===== src/sv/lis_max_segment_tree_defines.svh =====
// ----------------------------------------------------------------------------
// lis_max_segment_tree assertion macros
// shared concurrent assertion forms, clocked on clock and disabled in reset
// ----------------------------------------------------------------------------
`ifndef LIS_MAX_SEGMENT_TREE_DEFINES_SVH
`define LIS_MAX_SEGMENT_TREE_DEFINES_SVH

// same-cycle implication
`define LMS_ASSERT_IMPLY(label, ante, cons) \
   label: assert property (@(posedge clock) disable iff (reset) (ante) |-> (cons)) \
      else $error("lms assertion failed");

// next-cycle implication
`define LMS_ASSERT_NEXT(label, ante, cons) \
   label: assert property (@(posedge clock) disable iff (reset) (ante) |=> (cons)) \
      else $error("lms assertion failed");

`endif


===== src/sv/lms_pkg.sv =====
// ----------------------------------------------------------------------------
// lms_pkg
// types, constants and helpers shared by the segment tree sequencer and datapath
// ----------------------------------------------------------------------------
`timescale 1ns / 1ps

package lms_pkg;

   localparam int RANK_W    = 10;
   localparam int LEN_W     = 11;
   localparam int RANKS_DEF = 1024;

   localparam logic [LEN_W-1:0] LEN_MAX = {LEN_W{1'b1}};

   typedef enum logic [2:0] {
      ST_CLEAR,
      ST_IDLE,
      ST_QUERY,
      ST_CALC,
      ST_UPDATE,
      ST_BEST,
      ST_RESP
   } lms_state_type;

   // one-hot step commands from the sequencer
   typedef struct packed {
      logic clr;
      logic load;
      logic qry;
      logic calc;
      logic upd;
      logic best;
   } lms_ctrl_type;

   // walk status back to the sequencer
   typedef struct packed {
      logic clr_last;
      logic qry_last;
      logic upd_last;
   } lms_status_type;

   function automatic logic [LEN_W-1:0] len_max(input logic [LEN_W-1:0] a,
                                                input logic [LEN_W-1:0] b);
      return (a > b) ? a : b;
   endfunction

endpackage


===== src/sv/lms_seq.sv =====
// ----------------------------------------------------------------------------
// lms_seq
// sequencer: clear pass, query walk, length calc, update walk, best, response
// ----------------------------------------------------------------------------
`timescale 1ns / 1ps

module lms_seq (
   input  logic                    clock,
   input  logic                    reset,
   input  logic                    req_valid,
   output logic                    req_stall,
   output logic                    rsp_valid,
   input  logic                    rsp_stall,
   input  lms_pkg::lms_status_type status,
   output lms_pkg::lms_ctrl_type   ctrl
);
   import lms_pkg::*;

   lms_state_type state_ff;
   lms_state_type state_in;

   always_ff @(posedge clock) begin
      if (reset) begin
         state_ff <= ST_CLEAR;
      end else begin
         state_ff <= state_in;
      end
   end

   always_comb begin
      state_in  = state_ff;
      ctrl      = '0;
      req_stall = 1'b1;
      rsp_valid = 1'b0;
      unique case (state_ff)
         ST_CLEAR: begin
            ctrl.clr = 1'b1;
            if (status.clr_last) begin
               state_in = ST_IDLE;
            end
         end
         ST_IDLE: begin
            req_stall = 1'b0;
            if (req_valid) begin
               ctrl.load = 1'b1;
               state_in  = ST_QUERY;
            end
         end
         ST_QUERY: begin
            ctrl.qry = 1'b1;
            if (status.qry_last) begin
               state_in = ST_CALC;
            end
         end
         ST_CALC: begin
            ctrl.calc = 1'b1;
            state_in  = ST_UPDATE;
         end
         ST_UPDATE: begin
            ctrl.upd = 1'b1;
            if (status.upd_last) begin
               state_in = ST_BEST;
            end
         end
         ST_BEST: begin
            ctrl.best = 1'b1;
            state_in  = ST_RESP;
         end
         ST_RESP: begin
            rsp_valid = 1'b1;
            if (!rsp_stall) begin
               state_in = ST_IDLE;
            end
         end
         default: begin
            state_in = ST_CLEAR;
         end
      endcase
   end

endmodule


===== config.mk =====
export PLATFORM = sky130hd
export DESIGN_NAME = lms_seq
export DESIGN_NICKNAME = d
export VERILOG_FILES = /design/src/sv/lis_max_segment_tree_defines.svh /design/src/sv/lms_pkg.sv /design/src/sv/lms_seq.sv
export SDC_FILE = /design/constraint.sdc
export NUM_CORES = 1
export LEC_CHECK = 0
export BUFFER_PORTS_ARGS = -buffer_cell sky130_fd_sc_hd__buf_4
export CELL_PAD_IN_SITES_DETAIL_PLACEMENT = 0
export CELL_PAD_IN_SITES_GLOBAL_PLACEMENT = 1
export CORE_AREA = 2 2 39 41
export CTS_CLUSTER_SIZE = 8
export DETAILED_ROUTE_END_ITERATION = 6
export DIE_AREA = 0 0 41 43
export PLACE_DENSITY = 0.53
export SLEW_MARGIN = 5
export SYNTH_ARGS = -nofsm -noshare
export SYNTH_HDL_FRONTEND = slang
export SYNTH_SLANG_ARGS = --single-unit
export TNS_END_PERCENT = 1

===== constraint.sdc =====
create_clock -name clock -period 2.25 [get_ports clock]
set_clock_uncertainty 0.2 [all_clocks]
set_input_delay 0.3375 -clock clock [delete_from_list [all_inputs] [get_ports clock]]
set_output_delay 0.3375 -clock clock [all_outputs]
set_load 0.01 [all_outputs]

Word-level counts from Yosys, hierarchy flattened
Index checks and enable logic that the tools add are counted.
{"block": "classes", "n_eq_ne": 11, "n_mux": 15, "reduce_logical": 2}
{"operator": "case mux 3 bit (7 select lines)", "count": 1}
{"operator": "two-way mux 3 bit", "count": 5}
{"operator": "inequality test 2 bit, second input constant", "count": 5}
{"operator": "equality test 3 bit, second input constant", "count": 3}
{"operator": "two-way mux 1 bit", "count": 9}
{"operator": "equality test 3 x 2 -> 1 bit, second input constant", "count": 2}
{"operator": "AND reduction 5 bit", "count": 1}
{"operator": "equality test 3 x 1 -> 1 bit, second input constant", "count": 1}
{"operator": "zero test 3 bit", "count": 1}
{"block": "totals", "ff_bits": 3, "in_bits": 7, "wordCells": 29}

Depth between registers and ports, before layout
Gate-level depths: netlist of run 1.
{"block": "logic_depth", "depth_word": 3, "depth_mapped": 4}

Worst setup path after synthesis of run 1
Ideal clock, no wire load.
{"block": "synth_timing", "path_kind": "register to output", "start": "reg state_ff[2]", "end": "out ctrl[4] (netlist bit)", "arrival_ns": 1.010, "required_ns": 1.712, "path_slack_ns": 0.703, "stages_incl_launch_ff": 4, "path_buffers": 1, "path_cell_list": "dfxtp_1 buf_4 or3b_4 nor2_1"}
{"element": "from (decl)", "line": "lms_seq.sv:19", "rtl": "lms_state_type state_ff;"}
{"element": "from (signal assigned)", "line": "lms_seq.sv:26", "rtl": "state_ff <= state_in;"}
{"element": "to (decl)", "line": "lms_seq.sv:15", "rtl": "output lms_pkg::lms_ctrl_type ctrl"}

==> results_dict.tcl, run 1 <==
set metrics [dict create \
    clk_latency_ns 0.23 \
    finalWorstPathRequiredPeriod_ns 1.87 \
    pin_count 15 \
    largest_register "state_ff" \
    startpoint_type "flop" \
    initial_utilization 0.159 \
    finalSetupTns_ns 0 \
    min_from "reset" \
    largest_reg_flops 3 \
    hold_viol 0 \
    crit_start "state_ff[0]" \
    powerDensity_mw_per_mm2 619 \
    clk_pin_slew_worst_paths_ns 0.04 \
    cts_setup_buffers 0 \
    ctsRootBufferMaster "clkbuf_4" \
    grt_pass1_wl_um 1050 \
    synth-edff-count 0 \
    antenna_found_initial 0 \
    synth_area_um2 220 \
    cts_resized 0 \
    cts_buffers 3 \
    wl_per_cell_um 10.0 \
    synth_seq_cells 3 \
    core_mm2 0.00138 \
    num_vias 261 \
    grt_usage 0.0964 \
    p_leak_nw 0.172 \
    cp_max_fo 8 \
    drv_slew 0 \
    hold_buffers 0 \
    ys_types 19 \
    end_kind "output pin" \
    utilization 0.263 \
    r2r-start "state_ff[2]" \
    synth_commonest_cells "6 x nor2_1, 3 x dfxtp_1, 2 x nand2b_1, 2 x nor2b_1, 2 x nor3_1" \
    min_period_over_period 0.829 \
    synth_ff_type "dfxtp_1" \
    fillerInstances 168 \
    worstPathArrival_ns 1.33 \
    final_cells 62 \
    setup_viol 0 \
    required_ns 1.71 \
    status "finished, final reports clean" \
    grt_pass1_vias 239 \
    die_x_um 41 \
    met3_length_um 53 \
    wl_met1_um 283 \
    top_layer_used "met3" \
    slew_headroom 0.750 \
    nNetsFinal 54 \
    port_buffers 14 \
    fp.dieArea_mm2 0.00176 \
    place_congestion 0.690 \
    area_growth_pct 65.3 \
    grt_setup_unrepaired "false" \
    h-tree-depth 1 \
    gr-total-overflow 0 \
    synthCells 29 \
    synth_nets 36 \
    totalWireLength_um 623 \
    reg_top3 "state_ff x3" \
    syn_area_per_cell_um2 7.59 \
    tightest_slew_ns 0.366 \
    synth_top_area_cell "dfxtp_1" \
    yosys-top-cells-area "dfxtp_1 27%, nor2_1 10%, nand2b_1 5.7%, nor2b_1 5.7%, or3b_4 5.1%" \
    synth_top_area_frac 0.273 \
    grt_max_degree 10 \
    drt-pass1-iter-count 3 \
    viasPerCell 4.21 \
    yosys_warnings 0 \
    std_cell_rows 14 \
    dp.cells 58 \
    drt_first_iter_violations 5 \
    min_path_type "input pin to flop" \
    clockBufferDepth 2 \
    post-synth-top-count-cell "nor2_1" \
    cap_violations 0 \
    clock_sinks 3 \
    critPathKind "flop to output pin" \
    postRouteAntennaNets 0 \
    peakVddDrop_mv 0.184 \
    met2WireLength_um 286 \
    drive_gt1_frac 0.457 \
    die_h_um 43 \
    max_freq_ghz 0.536 \
    num_antenna_cells 0 \
    async_flop_share 0 \
    cts_tree "yes" \
    ys_seq_area_frac 0.273 \
    drc_errors 0 \
]
## final cells by class
| type | count | area, um2 | area share |
|---|---|---|---|
| Tap cell | 16 | 20.0 | 0.0550 |
| Multi-Input combinational cell | 23 | 145 | 0.399 |
| Timing Repair Buffer | 14 | 105 | 0.289 |
| Inverter | 2 | 7.51 | 0.0206 |
| Sequential cell | 3 | 60.1 | 0.165 |
| Clock buffer | 4 | 26.3 | 0.0722 |
## worst paths after layout
kind	endpoint	slack, ns	depth (start not counted)
max reg2reg	state_ff[0]	0.81	3
min reg2reg	state_ff[2]	0.49	2
max	ctrl[4]	0.38	3
min	state_ff[1]	0.10	2
## routing by layer
metal	GRT usage	vias to the layer above
li1	-	135
met1	0.119	114
met2	0.109	12
met3	0.0471	0
met4	0.100	0
met5	0	-
## report_power, final
part / internal (mW) / switching (mW) / total (mW)
clock network: 0.0665 / 0.0285 / 0.0950
logic: 0.0370 / 0.0249 / 0.0619
registers: 0.0585 / 0.0100 / 0.0685
## worst max-delay path, stage by stage (launching register included)
cell     delay (ns)
dfxtp_1        0.44
or3b_4         0.43
nor2_1         0.10
buf_4          0.12
## cell families after synthesis
family          Yosys count  synth area share
buf+inv                   3            0.0682
compound gates            4             0.136
flops                     3             0.273
mux                       1            0.0455
simple gates             18             0.477
## layout by cell type, fill, tap and decap left out, types with 2 or more instances in the layout
master,count
buf_4,14
nor2_1,6
clkbuf_4,3
dfxtp_1,3
nor3_1,2
nand2b_1,2
nor2b_1,2
## per-stage QoR
step / power (mW) / hold slack [ns] / area, um2 / setup WS, ns
2_1_floorplan: 0.100 / 0.209 / 220 / 0.703
3_3_place_gp: 0.133 / 0.355 / 338 / 0.626
6_report: 0.225 / 0.104 / 364 / 0.385
4_1_cts: 0.230 / 0.0975 / 364 / 0.367
5_1_grt: 0.244 / 0.102 / 364 / 0.313
3_5_place_dp: 0.132 / 0.346 / 338 / 0.629
No activity file was read; power rests on OpenSTA's default activity.
==> run 2: changes to the inputs <==
- ABC_AREA: not set -> 1
- PLACE_DENSITY: 0.53 -> 0.66
- clock period: 2.25 -> 1.7 ns (I/O delays scaled with it)
==> results_dict.tcl, run 2 <==
set metrics [dict create \
    async_flop_share 0 \
    final_cells 83 \
    yosys-top-cells-area "dfxtp_1 20%, inv_1 11%, nand2_1 10%, nand3_1 8.4%, nand3_2 6.8%" \
    synth_ff_type "dfxtp_1" \
    core_mm2 0.00138 \
    reg_top3 "state_ff x3" \
    port_buffers 14 \
    antenna_found_initial 0 \
    postRouteAntennaNets 0 \
    cts_buffers 3 \
    slowest_delay_ns 0.54 \
    nNetsFinal 75 \
    viasPerCell 4.07 \
    syn_area_per_cell_um2 6.05 \
    std_cell_rows 14 \
    gr-total-overflow 0 \
    reg2regPathDepth 6 \
    drt_first_iter_violations 8 \
    place_congestion 0.688 \
    area_growth_pct 51.1 \
    hold_path_depth 4 \
    tightest_slew_ns 0.380 \
    grt_pass1_wl_um 1170 \
    cap_violations 0 \
    grt_setup_unrepaired "false" \
    clk_latency_ns 0.23 \
    ys_types 17 \
    pin_count 15 \
    cts_setup_buffers 0 \
    synth_top_area_cell "dfxtp_1" \
    initial_utilization 0.214 \
    synth_top_family_by_area "simple AND/OR/NAND/NOR gates" \
    dp.cells 78 \
    synth_commonest_cells "9 x inv_1, 8 x nand2_1, 5 x nand3_1, 5 x nor2_1, 4 x inv_2" \
    worstPathArrival_ns 1.12 \
    max_freq_ghz 0.634 \
    setup_viol 0 \
    drv_slew 0 \
    h-tree-depth 1 \
    finalWorstPathRequiredPeriod_ns 1.58 \
    clockBufferDepth 2 \
    worst_path_max_delay_cell "dfxtp_1" \
    largest_register "state_ff" \
    die_h_um 43 \
    post-synth-top-count-cell "inv_1" \
    whs_ns 0.131 \
    synth-compound-area-share 0.0759 \
    startpoint_type "flop" \
    synth_mux_area_frac 0 \
    clock_sinks 3 \
    synth_fa_ha_area_frac 0 \
    end_kind "output pin" \
    totalWireLength_um 664 \
    p_leak_nw 0.267 \
    critPathKind "flop to output pin" \
    synth-edff-count 0 \
    grt_usage 0.0983 \
    drive_gt1_frac 0.433 \
    cp_max_fo 10 \
    power_mw 0.671 \
    num_antenna_cells 0 \
    hold_viol 0 \
    final_common_cell "buf_4" \
    grt_max_degree 11 \
    final_cell_mix "14 x buf_4, 9 x inv_1, 8 x nand2_1" \
    synth_area_um2 297 \
    powerDensity_mw_per_mm2 1500 \
    worstPathCellList "nor2_4, nand2_1, nor2_1, buf_4" \
    cts_tree "yes" \
    synth_seq_cells 3 \
    ys_seq_area_frac 0.203 \
    clk_pin_slew_worst_paths_ns 0.04 \
    largest_reg_flops 3 \
    fp.dieArea_mm2 0.00176 \
    required_ns 1.24 \
    min_path_type "input pin to flop" \
    finalSetupTns_ns 0 \
    synth_top_area_frac 0.203 \
    fillerInstances 166 \
    hpwl_um 551 \
    synthCells 49 \
    min_period_over_period 0.928 \
    drt-pass1-iter-count 4 \
    yosys_warnings 0 \
    num_vias 338 \
    ctsRootBufferMaster "clkbuf_4" \
    synthXorXnorAreaFrac 0 \
    drc_errors 0 \
    synth_nets 56 \
    status "finished, final reports clean" \
    slew_headroom 0.746 \
    wl_per_cell_um 8.00 \
    peakVddDrop_mv 0.541 \
    grt_pass1_vias 308 \
    die_x_um 41 \
    synthSimpleGateAreaFrac 0.519 \
]
run 2: final cells by class:
class / count / area, um2 / share of cell area
clock buffers: 4 / 26.3 / 0.0587
inverters: 13 / 48.8 / 0.109
multi-input cells: 32 / 176 / 0.394
flip-flops and latches: 3 / 61.3 / 0.137
well taps: 16 / 20.0 / 0.0447
repair buffers: 15 / 115 / 0.257
run 2: final timing paths:
check / startpoint / slack [ns] / to
max: state_ff[1] / 0.12 / ctrl[4]
min: req_valid / 0.13 / state_ff[0]
max reg2reg: state_ff[1] / 0.30 / state_ff[0]
min reg2reg: state_ff[0] / 0.44 / state_ff[0]
run 2: kinds of logic after synthesis:
family / Yosys count
AO/OA/AOI/OAI: 4
AND/OR/NAND/NOR: 28
flip-flops: 3
buffers and inverters: 14
run 2: per-layer routing:
metal,share of wire,GRT usage,vias to the layer above
met5,0,0,-
met4,0,0.0600,0
met3,0.069,0.0314,0
met2,0.46,0.144,10
met1,0.47,0.119,142
li1,-,-,186
run 2: repair_timing:
action                                  CTS  global route
resized for setup                         0             1
endpoints found under the setup margin    0             1
hold endpoints to repair                  2             0
hold buffers                              1             0
run 2: worst max-delay path: cells and delay by family, from the launching register on:
family	cells	cell delay, ns
flops	1	0.54
simple gates	3	0.22
buf+inv	1	0.13
run 2: metrics by stage:
step	utilization	worst slack, ns	instance area [um2]
detailed placement	0.297	0.315	410
floorplan	-	0.375	297
CTS	0.323	0.0647	447
global route	0.324	0.00947	448
finish	0.324	0.123	448
global placement	0.297	0.304	410
run 2: power by group:
| part | internal, mW | switching (mW) | total, mW |
|---|---|---|---|
| combinational | 0.177 | 0.211 | 0.388 |
| clock | 0.0880 | 0.0373 | 0.125 |
| sequential | 0.0993 | 0.0586 | 0.158 |
| total | 0.364 | 0.307 | 0.671 |
==> run 3: changes to the inputs <==
- BUFFER_PORTS_ARGS: -buffer_cell sky130_fd_sc_hd__buf_4 -> not set
- CAP_MARGIN: not set -> 15
- DONT_BUFFER_PORTS: not set -> 1
- PLACE_DENSITY: 0.66 -> 0.51
- clock period: 1.7 -> 1.3 ns (I/O delays scaled with it)
==> results_dict.tcl, run 3 (same netlist as run 2, synthesis figures left out) <==
set metrics [dict create \
    violations "setup timing" \
    tightest_slew_ns 0.178 \
    area_growth_pct 58.2 \
    grt_usage 0.104 \
    fp.dieArea_mm2 0.00176 \
    hold_viol 0 \
    num_antenna_cells 0 \
    totalWireLength_um 722 \
    powerDensity_mw_per_mm2 2280 \
    ctsRootBufferMaster "clkbuf_4" \
    min_path_type "input pin to flop" \
    postRouteAntennaNets 0 \
    finalWorstPathRequiredPeriod_ns 1.39 \
    cts_tree "yes" \
    die_h_um 43 \
    grt_use_met3 0.0314 \
    worstPathArrival_ns 1.00 \
    initial_utilization 0.214 \
    core_mm2 0.00138 \
    min_period_over_period 1.07 \
    clock_sinks 3 \
    antenna_found_initial 0 \
    largest_register "state_ff" \
    num_vias 327 \
    fillerInstances 163 \
    drc_errors 0 \
    p_leak_nw 0.247 \
    nNetsFinal 70 \
    worstPathCellList "inv_4, nor2_4, nand2_2, buf_4" \
    grt_pass1_vias 324 \
    slew_headroom 0.881 \
    h-tree-depth 1 \
    reg_top3 "state_ff x3" \
    final_cell_mix "9 x inv_1, 8 x buf_4, 7 x nand2_1" \
    clk_pin_slew_worst_paths_ns 0.03 \
    required_ns 0.90 \
    std_cell_rows 14 \
    whs_ns 0.0572 \
    drt-pass1-iter-count 4 \
    clockBufferDepth 2 \
    port_buffers 0 \
    setup_viol 11 \
    drv_slew 0 \
    final_common_cell "inv_1" \
    cp_max_fo 5 \
    grtUsageMet1 0.125 \
    critPathKind "flop to output pin" \
    grtUsageMet2 0.147 \
    worst_path_max_delay_cell "dfxtp_4" \
    place_congestion 0.753 \
    cts_buffers 3 \
    drt_first_iter_violations 9 \
    crit_buf_inv 2 \
    end_kind "output pin" \
    grt_setup_unrepaired "true" \
    pin_count 15 \
    dp.cells 68 \
    setup_ws_ns -0.0931 \
    fin_area_um2 469 \
    drive_gt1_frac 0.516 \
    pre_cts_ws_ns -0.0246 \
    grt_pass1_wl_um 1210 \
    viasPerCell 4.19 \
    clk_latency_ns 0.23 \
    hpwl_um 553 \
    largest_reg_flops 3 \
    top_usage_layer "met2" \
    gr-total-overflow 0 \
    slowest_delay_ns 0.38 \
    die_x_um 41 \
    wl_per_cell_um 9.26 \
    max_freq_ghz 0.718 \
    peakVddDrop_mv 0.752 \
    startpoint_type "flop" \
    dpl_cell_area_um2 348 \
    final_cells 78 \
    status "finished with violations" \
    grt_max_degree 10 \
    cap_violations 0 \
    cp_top_family "flip-flops" \
]
-- run 3: cell count changes in the layout (fill, tap and decap cells not counted), sizes merged --
cell  change
buf       -5
-- run 3: layer usage --
metal,share of wire,up-vias
li1,-,181
met1,0.46,137
met2,0.50,9
met3,0.039,0
met4,0,0
met5,0,-
-- run 3: repair_timing --
action,CTS,global route
buffers inserted,5,0
hold endpoints to repair,3,0
resized for setup,13,2
hold buffers,1,0
setup endpoints to repair,11,11
pin swaps,1,0
-- run 3: final cells by class --
class	instances	area [um2]	share of cell area
clock buffer	4	26.3	0.0560
multi-input combinational	32	213	0.453
tap	16	20.0	0.0427
inverter	13	53.8	0.115
sequential	3	66.3	0.141
timing repair buffer	10	90.1	0.192
-- run 3: power breakdown --
| group | switching, mW | internal [mW] |
|---|---|---|
| combinational | 0.369 | 0.351 |
| clock | 0.0430 | 0.115 |
| sequential | 0.0531 | 0.140 |
| total | 0.465 | 0.606 |
-- run 3: worst reg2reg max path: cells and delay by family, from the launching register on --
family | cells | cell delay, ns
and+or+nand+nor | 4 | 0.44
DFF | 1 | 0.32
buffers and inverters | 2 | 0.26
-- run 3: worst paths after layout --
path              cells past startpoint     endpoint        start  slack [ns]
setup reg to reg                      6  state_ff[1]  state_ff[1]       -0.02
hold / removal                        4  state_ff[2]    rsp_stall        0.06
setup / recovery                      4    req_stall  state_ff[0]       -0.09
hold reg to reg                       3  state_ff[1]  state_ff[1]        0.39
-- run 3: stage by stage --
| stage | power (mW) | setup TNS [ns] | util |
|---|---|---|---|
| 2_1_floorplan | 0.568 | 0 | - |
| 5_1_grt | 1.18 | -1.31 | 0.339 |
| 4_1_cts | 1.07 | -0.617 | 0.333 |
| 6_report | 1.07 | -0.471 | 0.339 |
| 3_3_place_gp | 0.741 | -0.104 | 0.251 |
| 3_5_place_dp | 0.733 | -0.0614 | 0.251 |
